===== src/design/vms_pkg.sv =====
// ----------------------------------------------------------------------------
// vms_pkg
// Shared constants, codes and types of the vehicle mode supervisor.
// ----------------------------------------------------------------------------
package vms_pkg;

	// depth of the speed sample window
	localparam int SPEED_WINDOW = 8;
	localparam int WIN_AW = (SPEED_WINDOW > 1) ? $clog2(SPEED_WINDOW) : 1;
	localparam int WIN_CW = $clog2(SPEED_WINDOW + 1);

	localparam int CFG_IDX_W = 3;

	// register indexes
	localparam logic [CFG_IDX_W-1:0] REG_ARRIVE_ANGLE = 3'd0;
	localparam logic [CFG_IDX_W-1:0] REG_ARRIVE_DIST  = 3'd1;
	localparam logic [CFG_IDX_W-1:0] REG_STOP_SPEED   = 3'd2;
	localparam logic [CFG_IDX_W-1:0] REG_INIT_SETTLE  = 3'd3;
	localparam logic [CFG_IDX_W-1:0] REG_PLAN_SETTLE  = 3'd4;
	localparam logic [CFG_IDX_W-1:0] REG_ARRIVED_HOLD = 3'd5;

	typedef enum logic [2:0] {
		MODE_INIT        = 3'd0,
		MODE_WAIT_ROUTE  = 3'd1,
		MODE_PLAN        = 3'd2,
		MODE_WAIT_ENGAGE = 3'd3,
		MODE_DRIVE       = 3'd4,
		MODE_ARRIVED     = 3'd5,
		MODE_FINAL       = 3'd6
	} mode_t;

	// window scan status towards the sequencer
	typedef struct packed {
		logic done;
		logic stopped;
	} win_stat_t;

endpackage


===== src/design/vms_ram.sv =====
// ----------------------------------------------------------------------------
// vms_ram
// Generic single-write, single-read synchronous RAM with registered read.
// ----------------------------------------------------------------------------
module vms_ram #(
	parameter int WIDTH = 16,
	parameter int DEPTH = 8,
	parameter int AW    = (DEPTH > 1) ? $clog2(DEPTH) : 1
) (
	input  logic             clk,
	input  logic             we,
	input  logic [AW-1:0]    waddr,
	input  logic [WIDTH-1:0] wdata,
	input  logic             re,
	input  logic [AW-1:0]    raddr,
	output logic [WIDTH-1:0] rdata
);

	logic [WIDTH-1:0] mem_q [DEPTH];

	always_ff @(posedge clk) begin
		if (we) begin
			mem_q[waddr] <= wdata;
		end
		if (re) begin
			rdata <= mem_q[raddr];
		end
	end

endmodule


===== src/design/vms_window.sv =====
// ----------------------------------------------------------------------------
// vms_window
// Circular speed window in RAM: pushes one sample, then scans every entry
// and reports whether all magnitudes are at or below the stop limit.
// ----------------------------------------------------------------------------
module vms_window import vms_pkg::*; (
	input  logic               clk,
	input  logic               arst_n,
	input  logic               push,
	input  logic signed [15:0] speed,
	input  logic [15:0]        stop_limit,
	output win_stat_t          stat
);

	logic [WIN_AW-1:0]       wptr_q;
	logic [SPEED_WINDOW-1:0] valid_q;
	logic [WIN_CW-1:0]       cnt_q;
	logic                    scanning_q;
	logic                    slow_q;
	logic                    rd_pend_s1;
	logic                    rd_valid_s1;
	logic                    done_q;
	logic                    stopped_q;

	logic                    rd_en;
	logic [WIN_AW-1:0]       rd_addr;
	logic [15:0]             rd_data;
	logic [16:0]             rd_mag;
	logic                    rd_slow;

	assign rd_en   = scanning_q && (cnt_q < WIN_CW'(SPEED_WINDOW));
	assign rd_addr = cnt_q[WIN_AW-1:0];

	vms_ram #(
		.WIDTH (16),
		.DEPTH (SPEED_WINDOW),
		.AW    (WIN_AW)
	) u_ram (
		.clk   (clk),
		.we    (push),
		.waddr (wptr_q),
		.wdata (speed),
		.re    (rd_en),
		.raddr (rd_addr),
		.rdata (rd_data)
	);

	// never-written entries count as zero speed
	assign rd_mag  = rd_data[15] ? (17'h10000 - {1'b0, rd_data}) : {1'b0, rd_data};
	assign rd_slow = rd_pend_s1 && rd_valid_s1 && (rd_mag > {1'b0, stop_limit});

	always_ff @(posedge clk or negedge arst_n) begin
		if (!arst_n) begin
			wptr_q      <= '0;
			valid_q     <= '0;
			cnt_q       <= '0;
			scanning_q  <= 1'b0;
			slow_q      <= 1'b0;
			rd_pend_s1  <= 1'b0;
			rd_valid_s1 <= 1'b0;
			done_q      <= 1'b0;
			stopped_q   <= 1'b0;
		end else begin
			done_q     <= 1'b0;
			rd_pend_s1 <= rd_en;
			if (rd_en) begin
				rd_valid_s1 <= valid_q[rd_addr];
			end
			if (push) begin
				valid_q[wptr_q] <= 1'b1;
				if (wptr_q == WIN_AW'(SPEED_WINDOW - 1)) begin
					wptr_q <= '0;
				end else begin
					wptr_q <= wptr_q + 1'b1;
				end
				scanning_q <= 1'b1;
				cnt_q      <= '0;
				slow_q     <= 1'b0;
			end else if (scanning_q) begin
				if (cnt_q == WIN_CW'(SPEED_WINDOW)) begin
					// last read data is judged in this cycle
					scanning_q <= 1'b0;
					done_q     <= 1'b1;
					stopped_q  <= !(slow_q || rd_slow);
				end else begin
					cnt_q  <= cnt_q + 1'b1;
					slow_q <= slow_q || rd_slow;
				end
			end
		end
	end

	assign stat.done    = done_q;
	assign stat.stopped = stopped_q;

endmodule


===== src/design/vms_geom.sv =====
// ----------------------------------------------------------------------------
// vms_geom
// Three-stage pose check: squared distance to goal below the squared limit
// and wrapped yaw error below its limit.
// ----------------------------------------------------------------------------
module vms_geom import vms_pkg::*; (
	input  logic               clk,
	input  logic signed [23:0] pose_x,
	input  logic signed [23:0] pose_y,
	input  logic [15:0]        pose_yaw,
	input  logic signed [23:0] goal_x,
	input  logic signed [23:0] goal_y,
	input  logic [15:0]        goal_yaw,
	input  logic [15:0]        dist_limit,
	input  logic [15:0]        angle_limit,
	output logic               pose_ok
);

	logic signed [24:0] dx, dy;
	logic [24:0]        ax, ay;
	logic [15:0]        yd;
	logic [16:0]        ya;

	logic [15:0] mx_s1, my_s1, lim_s1;
	logic        far_s1, yaw_ok_s1;
	logic [31:0] sqx_s2, sqy_s2, lim2_s2;
	logic        far_s2, yaw_ok_s2;
	logic [32:0] d2;

	assign dx = 25'(pose_x) - 25'(goal_x);
	assign dy = 25'(pose_y) - 25'(goal_y);
	assign ax = dx[24] ? 25'(-dx) : 25'(dx);
	assign ay = dy[24] ? 25'(-dy) : 25'(dy);
	assign yd = pose_yaw - goal_yaw;
	assign ya = yd[15] ? (17'h10000 - {1'b0, yd}) : {1'b0, yd};

	// any axis error of 2^16 cm or more already exceeds the largest limit squared
	always_ff @(posedge clk) begin
		mx_s1     <= ax[15:0];
		my_s1     <= ay[15:0];
		far_s1    <= (ax[24:16] != '0) || (ay[24:16] != '0);
		yaw_ok_s1 <= ya < {1'b0, angle_limit};
		lim_s1    <= dist_limit;

		sqx_s2    <= mx_s1 * mx_s1;
		sqy_s2    <= my_s1 * my_s1;
		lim2_s2   <= lim_s1 * lim_s1;
		far_s2    <= far_s1;
		yaw_ok_s2 <= yaw_ok_s1;

		pose_ok   <= !far_s2 && yaw_ok_s2 && (d2 < {1'b0, lim2_s2});
	end

	assign d2 = {1'b0, sqx_s2} + {1'b0, sqy_s2};

endmodule


===== src/design/vehicle_mode_supervisor_unit.sv =====
// ----------------------------------------------------------------------------
// vehicle_mode_supervisor_unit
// Seven-state vehicle mode supervisor with settle timers, route tracking and
// an arrival test over a RAM-held window of speed samples.
// ----------------------------------------------------------------------------
// Flow: an accepted item passes the push, window scan and decide states before
// its result is emitted, and the input stalls until then. The window scan reads
// one RAM entry per cycle through the single read port.
// Reset: asynchronous, mode initialising, registers at their defaults, the
// window reads as all zero through per-entry valid bits; no clearing pass.
// ----------------------------------------------------------------------------
module vehicle_mode_supervisor_unit import vms_pkg::*; (
	input  logic                 clk,
	input  logic                 arst_n,
	input  logic                 in_valid,
	output logic                 in_stall,
	input  logic [31:0]          now_ms,
	input  logic [6:0]           modules_ready,
	input  logic [15:0]          route_id,
	input  logic [3:0]           flags,
	input  logic signed [23:0]   pose_x,
	input  logic signed [23:0]   pose_y,
	input  logic [15:0]          pose_yaw,
	input  logic signed [23:0]   goal_x,
	input  logic signed [23:0]   goal_y,
	input  logic [15:0]          goal_yaw,
	input  logic signed [15:0]   speed,
	output logic                 out_valid,
	input  logic                 out_stall,
	output logic [2:0]           mode_now,
	output logic                 mode_changed,
	input  logic                 cfg_valid,
	output logic                 cfg_ready,
	input  logic [CFG_IDX_W-1:0] cfg_index,
	input  logic [15:0]          cfg_data
);

	typedef enum logic [1:0] {
		ST_IDLE,
		ST_PUSH,
		ST_SCAN,
		ST_DECIDE
	} state_t;

	state_t state_q;

	// configuration
	logic [15:0] angle_lim_q, dist_lim_q, stop_lim_q;
	logic [15:0] init_settle_q, plan_settle_q, arrived_hold_q;

	// captured item
	logic [31:0]        now_q;
	logic [6:0]         ready_q;
	logic [15:0]        route_q;
	logic [3:0]         flags_q;
	logic signed [23:0] pose_x_q, pose_y_q, goal_x_q, goal_y_q;
	logic [15:0]        pose_yaw_q, goal_yaw_q;
	logic signed [15:0] speed_q;

	// supervisor state
	mode_t       mode_q;
	logic        init_wait_q, plan_wait_q;
	logic [31:0] init_time_q, plan_time_q, arrive_time_q;
	logic [15:0] active_route_q;
	logic        out_valid_q, changed_q;

	// next supervisor state for the item in hand
	mode_t       mode_nx;
	logic        init_wait_nx, plan_wait_nx;
	logic [31:0] init_time_nx, plan_time_nx, arrive_time_nx;
	logic [15:0] active_route_nx;

	logic      accept, push, pose_ok, arrived, engaged, new_route;
	logic      veh_ready, plan_ready, init_over, plan_over, hold_over, can_emit;
	logic      emit;
	win_stat_t win_st;

	assign cfg_ready    = 1'b1;
	assign in_stall     = (state_q != ST_IDLE);
	assign accept       = in_valid && !in_stall;
	assign push         = (state_q == ST_PUSH);
	assign out_valid    = out_valid_q;
	assign mode_now     = mode_q;
	assign mode_changed = changed_q;
	assign can_emit     = !out_valid_q || !out_stall;
	assign emit         = (state_q == ST_DECIDE) && can_emit;

	vms_window u_window (
		.clk        (clk),
		.arst_n     (arst_n),
		.push       (push),
		.speed      (speed_q),
		.stop_limit (stop_lim_q),
		.stat       (win_st)
	);

	vms_geom u_geom (
		.clk         (clk),
		.pose_x      (pose_x_q),
		.pose_y      (pose_y_q),
		.pose_yaw    (pose_yaw_q),
		.goal_x      (goal_x_q),
		.goal_y      (goal_y_q),
		.goal_yaw    (goal_yaw_q),
		.dist_limit  (dist_lim_q),
		.angle_limit (angle_lim_q),
		.pose_ok     (pose_ok)
	);

	assign arrived    = pose_ok && win_st.stopped;
	assign engaged    = flags_q[0] && flags_q[1];
	assign new_route  = (route_q != active_route_q);
	assign veh_ready  = (ready_q[4:0] == 5'h1F);
	assign plan_ready = ready_q[5] && ready_q[6];
	assign init_over  = (now_q - init_time_q) > {16'h0, init_settle_q};
	assign plan_over  = (now_q - plan_time_q) > {16'h0, plan_settle_q};
	assign hold_over  = (now_q - arrive_time_q) > {16'h0, arrived_hold_q};

	always_ff @(posedge clk or negedge arst_n) begin
		if (!arst_n) begin
			angle_lim_q    <= 16'd4096;
			dist_lim_q     <= 16'd200;
			stop_lim_q     <= 16'd10;
			init_settle_q  <= 16'd1000;
			plan_settle_q  <= 16'd3000;
			arrived_hold_q <= 16'd2000;
		end else if (cfg_valid && cfg_ready) begin
			case (cfg_index)
				REG_ARRIVE_ANGLE: angle_lim_q    <= cfg_data;
				REG_ARRIVE_DIST:  dist_lim_q     <= cfg_data;
				REG_STOP_SPEED:   stop_lim_q     <= cfg_data;
				REG_INIT_SETTLE:  init_settle_q  <= cfg_data;
				REG_PLAN_SETTLE:  plan_settle_q  <= cfg_data;
				REG_ARRIVED_HOLD: arrived_hold_q <= cfg_data;
				default: ;
			endcase
		end
	end

	always_ff @(posedge clk) begin
		if (accept) begin
			now_q      <= now_ms;
			ready_q    <= modules_ready;
			route_q    <= route_id;
			flags_q    <= flags;
			pose_x_q   <= pose_x;
			pose_y_q   <= pose_y;
			pose_yaw_q <= pose_yaw;
			goal_x_q   <= goal_x;
			goal_y_q   <= goal_y;
			goal_yaw_q <= goal_yaw;
			speed_q    <= speed;
		end
	end

	always_comb begin
		mode_nx         = mode_q;
		init_wait_nx    = init_wait_q;
		plan_wait_nx    = plan_wait_q;
		init_time_nx    = init_time_q;
		plan_time_nx    = plan_time_q;
		arrive_time_nx  = arrive_time_q;
		active_route_nx = active_route_q;
		if (flags_q[2]) begin
			mode_nx = MODE_FINAL;
		end else begin
			case (mode_q)
				MODE_INIT: begin
					if (veh_ready) begin
						if (!init_wait_q) begin
							init_wait_nx = 1'b1;
							init_time_nx = now_q;
						end else if (init_over) begin
							init_wait_nx = 1'b0;
							mode_nx      = MODE_WAIT_ROUTE;
						end
					end
				end
				MODE_WAIT_ROUTE: begin
					if (new_route) begin
						mode_nx = MODE_PLAN;
					end else if ((route_q != '0) && engaged && !arrived) begin
						mode_nx = MODE_DRIVE;
					end
				end
				MODE_PLAN: begin
					active_route_nx = route_q;
					if (plan_ready) begin
						if (!plan_wait_q) begin
							plan_wait_nx = 1'b1;
							plan_time_nx = now_q;
						end else if (plan_over) begin
							plan_wait_nx = 1'b0;
							mode_nx      = MODE_WAIT_ENGAGE;
						end
					end
				end
				MODE_WAIT_ENGAGE: begin
					if (flags_q[3]) begin
						mode_nx = MODE_WAIT_ROUTE;
					end else if (new_route) begin
						mode_nx = MODE_PLAN;
					end else if (engaged) begin
						mode_nx = MODE_DRIVE;
					end else if (arrived) begin
						arrive_time_nx = now_q;
						mode_nx        = MODE_ARRIVED;
					end
				end
				MODE_DRIVE: begin
					if (new_route) begin
						mode_nx = MODE_PLAN;
					end else if (!engaged) begin
						mode_nx = MODE_WAIT_ENGAGE;
					end else if (arrived) begin
						arrive_time_nx = now_q;
						mode_nx        = MODE_ARRIVED;
					end
				end
				MODE_ARRIVED: begin
					if (hold_over) begin
						mode_nx = MODE_WAIT_ROUTE;
					end
				end
				default: ;
			endcase
		end
	end

	always_ff @(posedge clk or negedge arst_n) begin
		if (!arst_n) begin
			state_q        <= ST_IDLE;
			mode_q         <= MODE_INIT;
			init_wait_q    <= 1'b0;
			plan_wait_q    <= 1'b0;
			init_time_q    <= '0;
			plan_time_q    <= '0;
			arrive_time_q  <= '0;
			active_route_q <= '0;
			out_valid_q    <= 1'b0;
			changed_q      <= 1'b0;
		end else begin
			if (emit) begin
				out_valid_q <= 1'b1;
			end else if (!out_stall) begin
				out_valid_q <= 1'b0;
			end
			case (state_q)
				ST_IDLE: begin
					if (accept) begin
						state_q <= ST_PUSH;
					end
				end
				ST_PUSH: begin
					state_q <= ST_SCAN;
				end
				ST_SCAN: begin
					if (win_st.done) begin
						state_q <= ST_DECIDE;
					end
				end
				ST_DECIDE: begin
					if (can_emit) begin
						state_q        <= ST_IDLE;
						changed_q      <= (mode_nx != mode_q);
						mode_q         <= mode_nx;
						init_wait_q    <= init_wait_nx;
						plan_wait_q    <= plan_wait_nx;
						init_time_q    <= init_time_nx;
						plan_time_q    <= plan_time_nx;
						arrive_time_q  <= arrive_time_nx;
						active_route_q <= active_route_nx;
					end
				end
				default: begin
					state_q <= ST_IDLE;
				end
			endcase
		end
	end

endmodule


===== config.mk =====
export PLATFORM = sky130hd
export DESIGN_NAME = vehicle_mode_supervisor_unit
export DESIGN_NICKNAME = d
export VERILOG_FILES = /design/src/design/vms_pkg.sv /design/src/design/vms_ram.sv /design/src/design/vms_window.sv /design/src/design/vms_geom.sv /design/src/design/vehicle_mode_supervisor_unit.sv
export SDC_FILE = /design/constraint.sdc
export NUM_CORES = 2
export LEC_CHECK = 0
export ABC_AREA = 1
export BUFFER_PORTS_ARGS = -buffer_cell sky130_fd_sc_hd__buf_4
export CAP_MARGIN = 15
export CORE_UTILIZATION = 68
export CTS_CLUSTER_DIAMETER = 30
export CTS_CLUSTER_SIZE = 12
export DETAILED_ROUTE_END_ITERATION = 8
export GPL_TIMING_DRIVEN = 0
export PLACE_DENSITY = 0.93
export SLEW_MARGIN = 20
export SYNTH_ARGS = -nofsm -noshare
export SYNTH_HDL_FRONTEND = slang
export SYNTH_SLANG_ARGS = --single-unit

===== constraint.sdc =====
create_clock -name clk -period 13.3 [get_ports clk]
set_input_delay 3.325 -clock clk [delete_from_list [all_inputs] [get_ports clk]]
set_output_delay 3.325 -clock clk [all_outputs]
set_load 0.005 [all_outputs]

==> summary.md <==
| Metric | Value |
|---|---|
| Clk buf depth | `3` |
| Top_reg_cell synth | `edfxtp_1` |
| Area occupied by multi-input gates | `35800 µm²` |
| Worst r2r src | `u_geom.my_s1[5]` |
| Worst R2R Setup Slack | `6320 ps` |
| Syn Nets | `8978` |
| Gr usage total | `40.1%` |
| Critical path required time | `13930 ps` |
| Setup Fix Bufs, Post-CTS | `0` |
| # hold bufs at CTS | `0` |
| CTS sink cnt | `731` |
| Final Skew | `64.5 ps` |
| Fmax | `0.143 GHz` |
| Sequential area share after synthesis | `30.9%` |
| Drt via density | `5.96` |
| Largest net degree at the start of global routing | `116` |
| Initial antenna violation count | `16` |
| Crit-path max cell delay | `600 ps` |
| Final wirelength | `187000 µm` |
| Wire length per cell | `20.0 µm` |
| Number of iterations in the first detailed-routing pass | `9` |
| Worst reg2reg path endpoint | `u_geom.sqy_s2[31]` |
| Hold wc startpoint | `u_geom.far_s1` |
| Die Y-Extent | `305 µm` |
| First-pass GRT wire length | `294000 µm` |
| Run status | `complete, but fails checks` |
| Synth Area per Inst | `8.17 µm²` |
| Crit-path slowest cell | `clkbuf_1` |
| CP Capture Type | `register` |
| Routability congestion estimate from global placement | `0.999` |
| Synthesized cell area | `62500 µm²` |
| Core ar. | `90600 µm²` |
| Routed Antenna Nets | `0` |
| Worst-Margin Slew | `1120 ps` |
| Die area | `93100 µm²` |
| Worst skew pair latency | `790 ps` |
| Hold crit path type | `register to register` |
| Layout area overhead | `13.3%` |
| Post-synth EDFFs | `347` |
| Yosys reg bits | `731` |
| Post-synth top area share | `16.7%` |
| Slew Limit Fails | `0` |
| Max Cap Viol | `0` |
| RSZ-0062 raised after global routing | `false` |
| Inserted Clock Buffers | `136` |
| CP startpoint kind | `register` |
| Max_slew headroom | `25.0%` |
| DR iter-0 viols | `7011` |
| Filler cell count | `5463` |
| Grt ovf | `0` |
| Commonest non-fill, non-tap cell in the layout | `inv_1` |
| DP HPWL | `133000 µm` |
| R2R depth | `26` |
| Starting density of the core | `69.0%` |
| Synth warn | `0` |
| Top post-synthesis cells by area | `edfxtp_1, fa_1, ha_1` |
| Most frequent cells in the layout | `inv_1, nand2_1, ha_1` |
| Cell count after synthesis | `7652` |
| Clock transition at the registers of the reported paths | `40 ps` |
| Root Buffer | `clkbuf_16` |
| # nets final | `9357` |
| Vias in the first global route | `57700` |
| Hold Path Stages | `0` |
| Seq. cell area | `19300 µm²` |
| CP Class | `register to register` |
| Post-CTS sizing | `0` |
| Period utilization | `52.5%` |
| # IOs | `234` |
| Detailed-route via count | `55600` |
| CTS tree | `done` |
| Yosys top cell by area | `edfxtp_1` |
| Asr flop ratio synth | `32.6%` |
| Hold endpoint | `u_geom.far_s2` |
| Sum Neg Setup Slack | `0 ps` |
| Htree depth | `4` |
| Post-route DRC violation count | `14` |
| Layout cells sized above 1 | `7.39%` |
| Endpoints failing setup | `0` |
| Fin. Hold Viols | `0` |
| Crit path max fanout | `10` |
| Tmin final | `6980 ps` |
| Width of the die | `305 µm` |
| PortBufs | `232` |
| Count of different cell masters after synthesis | `63` |
| Worst EP arrival | `7600 ps` |
| Violated checks | `DRC` |
| Std-Cell Rows | `110` |
-- per-stage QoR --
| step | setup slack, ps | hold WS (ps) | cells | instance area (µm²) | util, % |
|---|---|---|---|---|---|
| after global routing | 6110 | 327 | 9330 | 70800 | 78.2 |
| after floorplan | 5480 | 310 | 7652 | 62500 | - |
| after detailed placement | 6570 | 313 | 9069 | 65900 | 72.8 |
| after global placement | 3830 | 313 | 9060 | 65700 | 72.5 |
| after CTS | 6520 | 322 | 9318 | 70700 | 78.1 |
| final | 6320 | 322 | 9334 | 70800 | 78.2 |
-- critical path: cells and delay by family, from the launching register on --
family	cells	cell delay [ps]
and+or+nand+nor	4	550
adders and majority gates	7	3280
xor gates and xnor gates	1	170
AOI/OAI and AO/OA	6	1130
DFF	1	300
buffers and inverters	8	1430
-- routing by layer --
layer	GRT usage [%]	routed length (µm)	vias to the layer above
li1	-	-	24500
met1	46.6	64500	26000
met2	66.9	88300	3886
met3	9.74	20500	1113
met4	25.1	13100	6
met5	0	38	-
-- cell usage after synthesis (all sizes together) (2+ instances only) --
cell type / count
clkbuf: 154
nand4: 72
a41oi: 2
a21boi: 9
a21o: 19
or2: 13
dfxtp: 146
dfrtp: 213
nor3: 63
nor4: 9
nor2: 512
xor2: 190
a31oi: 35
a31o: 2
o22ai: 18
fa: 498
o211ai: 11
nand3: 224
o2111ai: 3
o21a: 15
a311oi: 2
o41ai: 3
edfxtp: 347
nand3b: 19
a21oi: 350
o21ai: 444
o21bai: 14
a221oi: 5
dfstp: 25
o311ai: 2
clkinv: 3
nor3b: 4
ha: 601
and2: 4
nand2: 1720
inv: 1801
a211oi: 6
buf: 8
and3: 3
o221ai: 3
xnor2: 75
-- final cells by class --
class / instances / area share, %
multi-input combinational: 4955 / 50.5
sequential: 731 / 27.3
inverter: 1804 / 9.58
clock buffer: 156 / 5.03
timing repair buffer: 241 / 2.71
tap: 1176 / 2.08
clock inverter: 93 / 1.82
buffer: 162 / 0.886
antenna: 16 / 0.0566
-- flip-flops by register name (all words and copies together) (netlist names), 31 cells and up --
signal and cells:
plan_time_q 32, u_geom.sqx_s2 31, u_geom.sqy_s2 31, now_q 32
arrive_time_q 32, u_window.u_ram.mem_q 128, init_time_q 32, u_geom.lim2_s2 31
-- cell families after synthesis --
| logic type | synth area share, % |
|---|---|
| AND/OR/NAND/NOR | 17.3 |
| buffers and inverters | 11.8 |
| adder cells (fa/ha/maj) | 28.0 |
| AO/OA/AOI/OAI | 8.20 |
| flip-flops | 30.9 |
| XOR/XNOR | 3.76 |
| other | 0.00600 |
-- worst max-delay path by stage --
stage,slack (ps),from,cells after the start,end
finish,6320,u_geom.my_s1[5],26,u_geom.sqy_s2[31]
global route,6110,u_geom.my_s1[13],24,u_geom.sqy_s2[31]
CTS,6520,u_geom.mx_s1[7],24,u_geom.sqx_s2[31]
detailed placement,6570,u_geom.my_s1[13],24,u_geom.sqy_s2[31]
global placement,3830,in_valid,3,goal_x_q[0]
floorplan,5480,in_valid,2,flags_q[0]
Power is not shown: default switching activity piles up to over one toggle a cycle in this logic, so the estimate is an artifact.
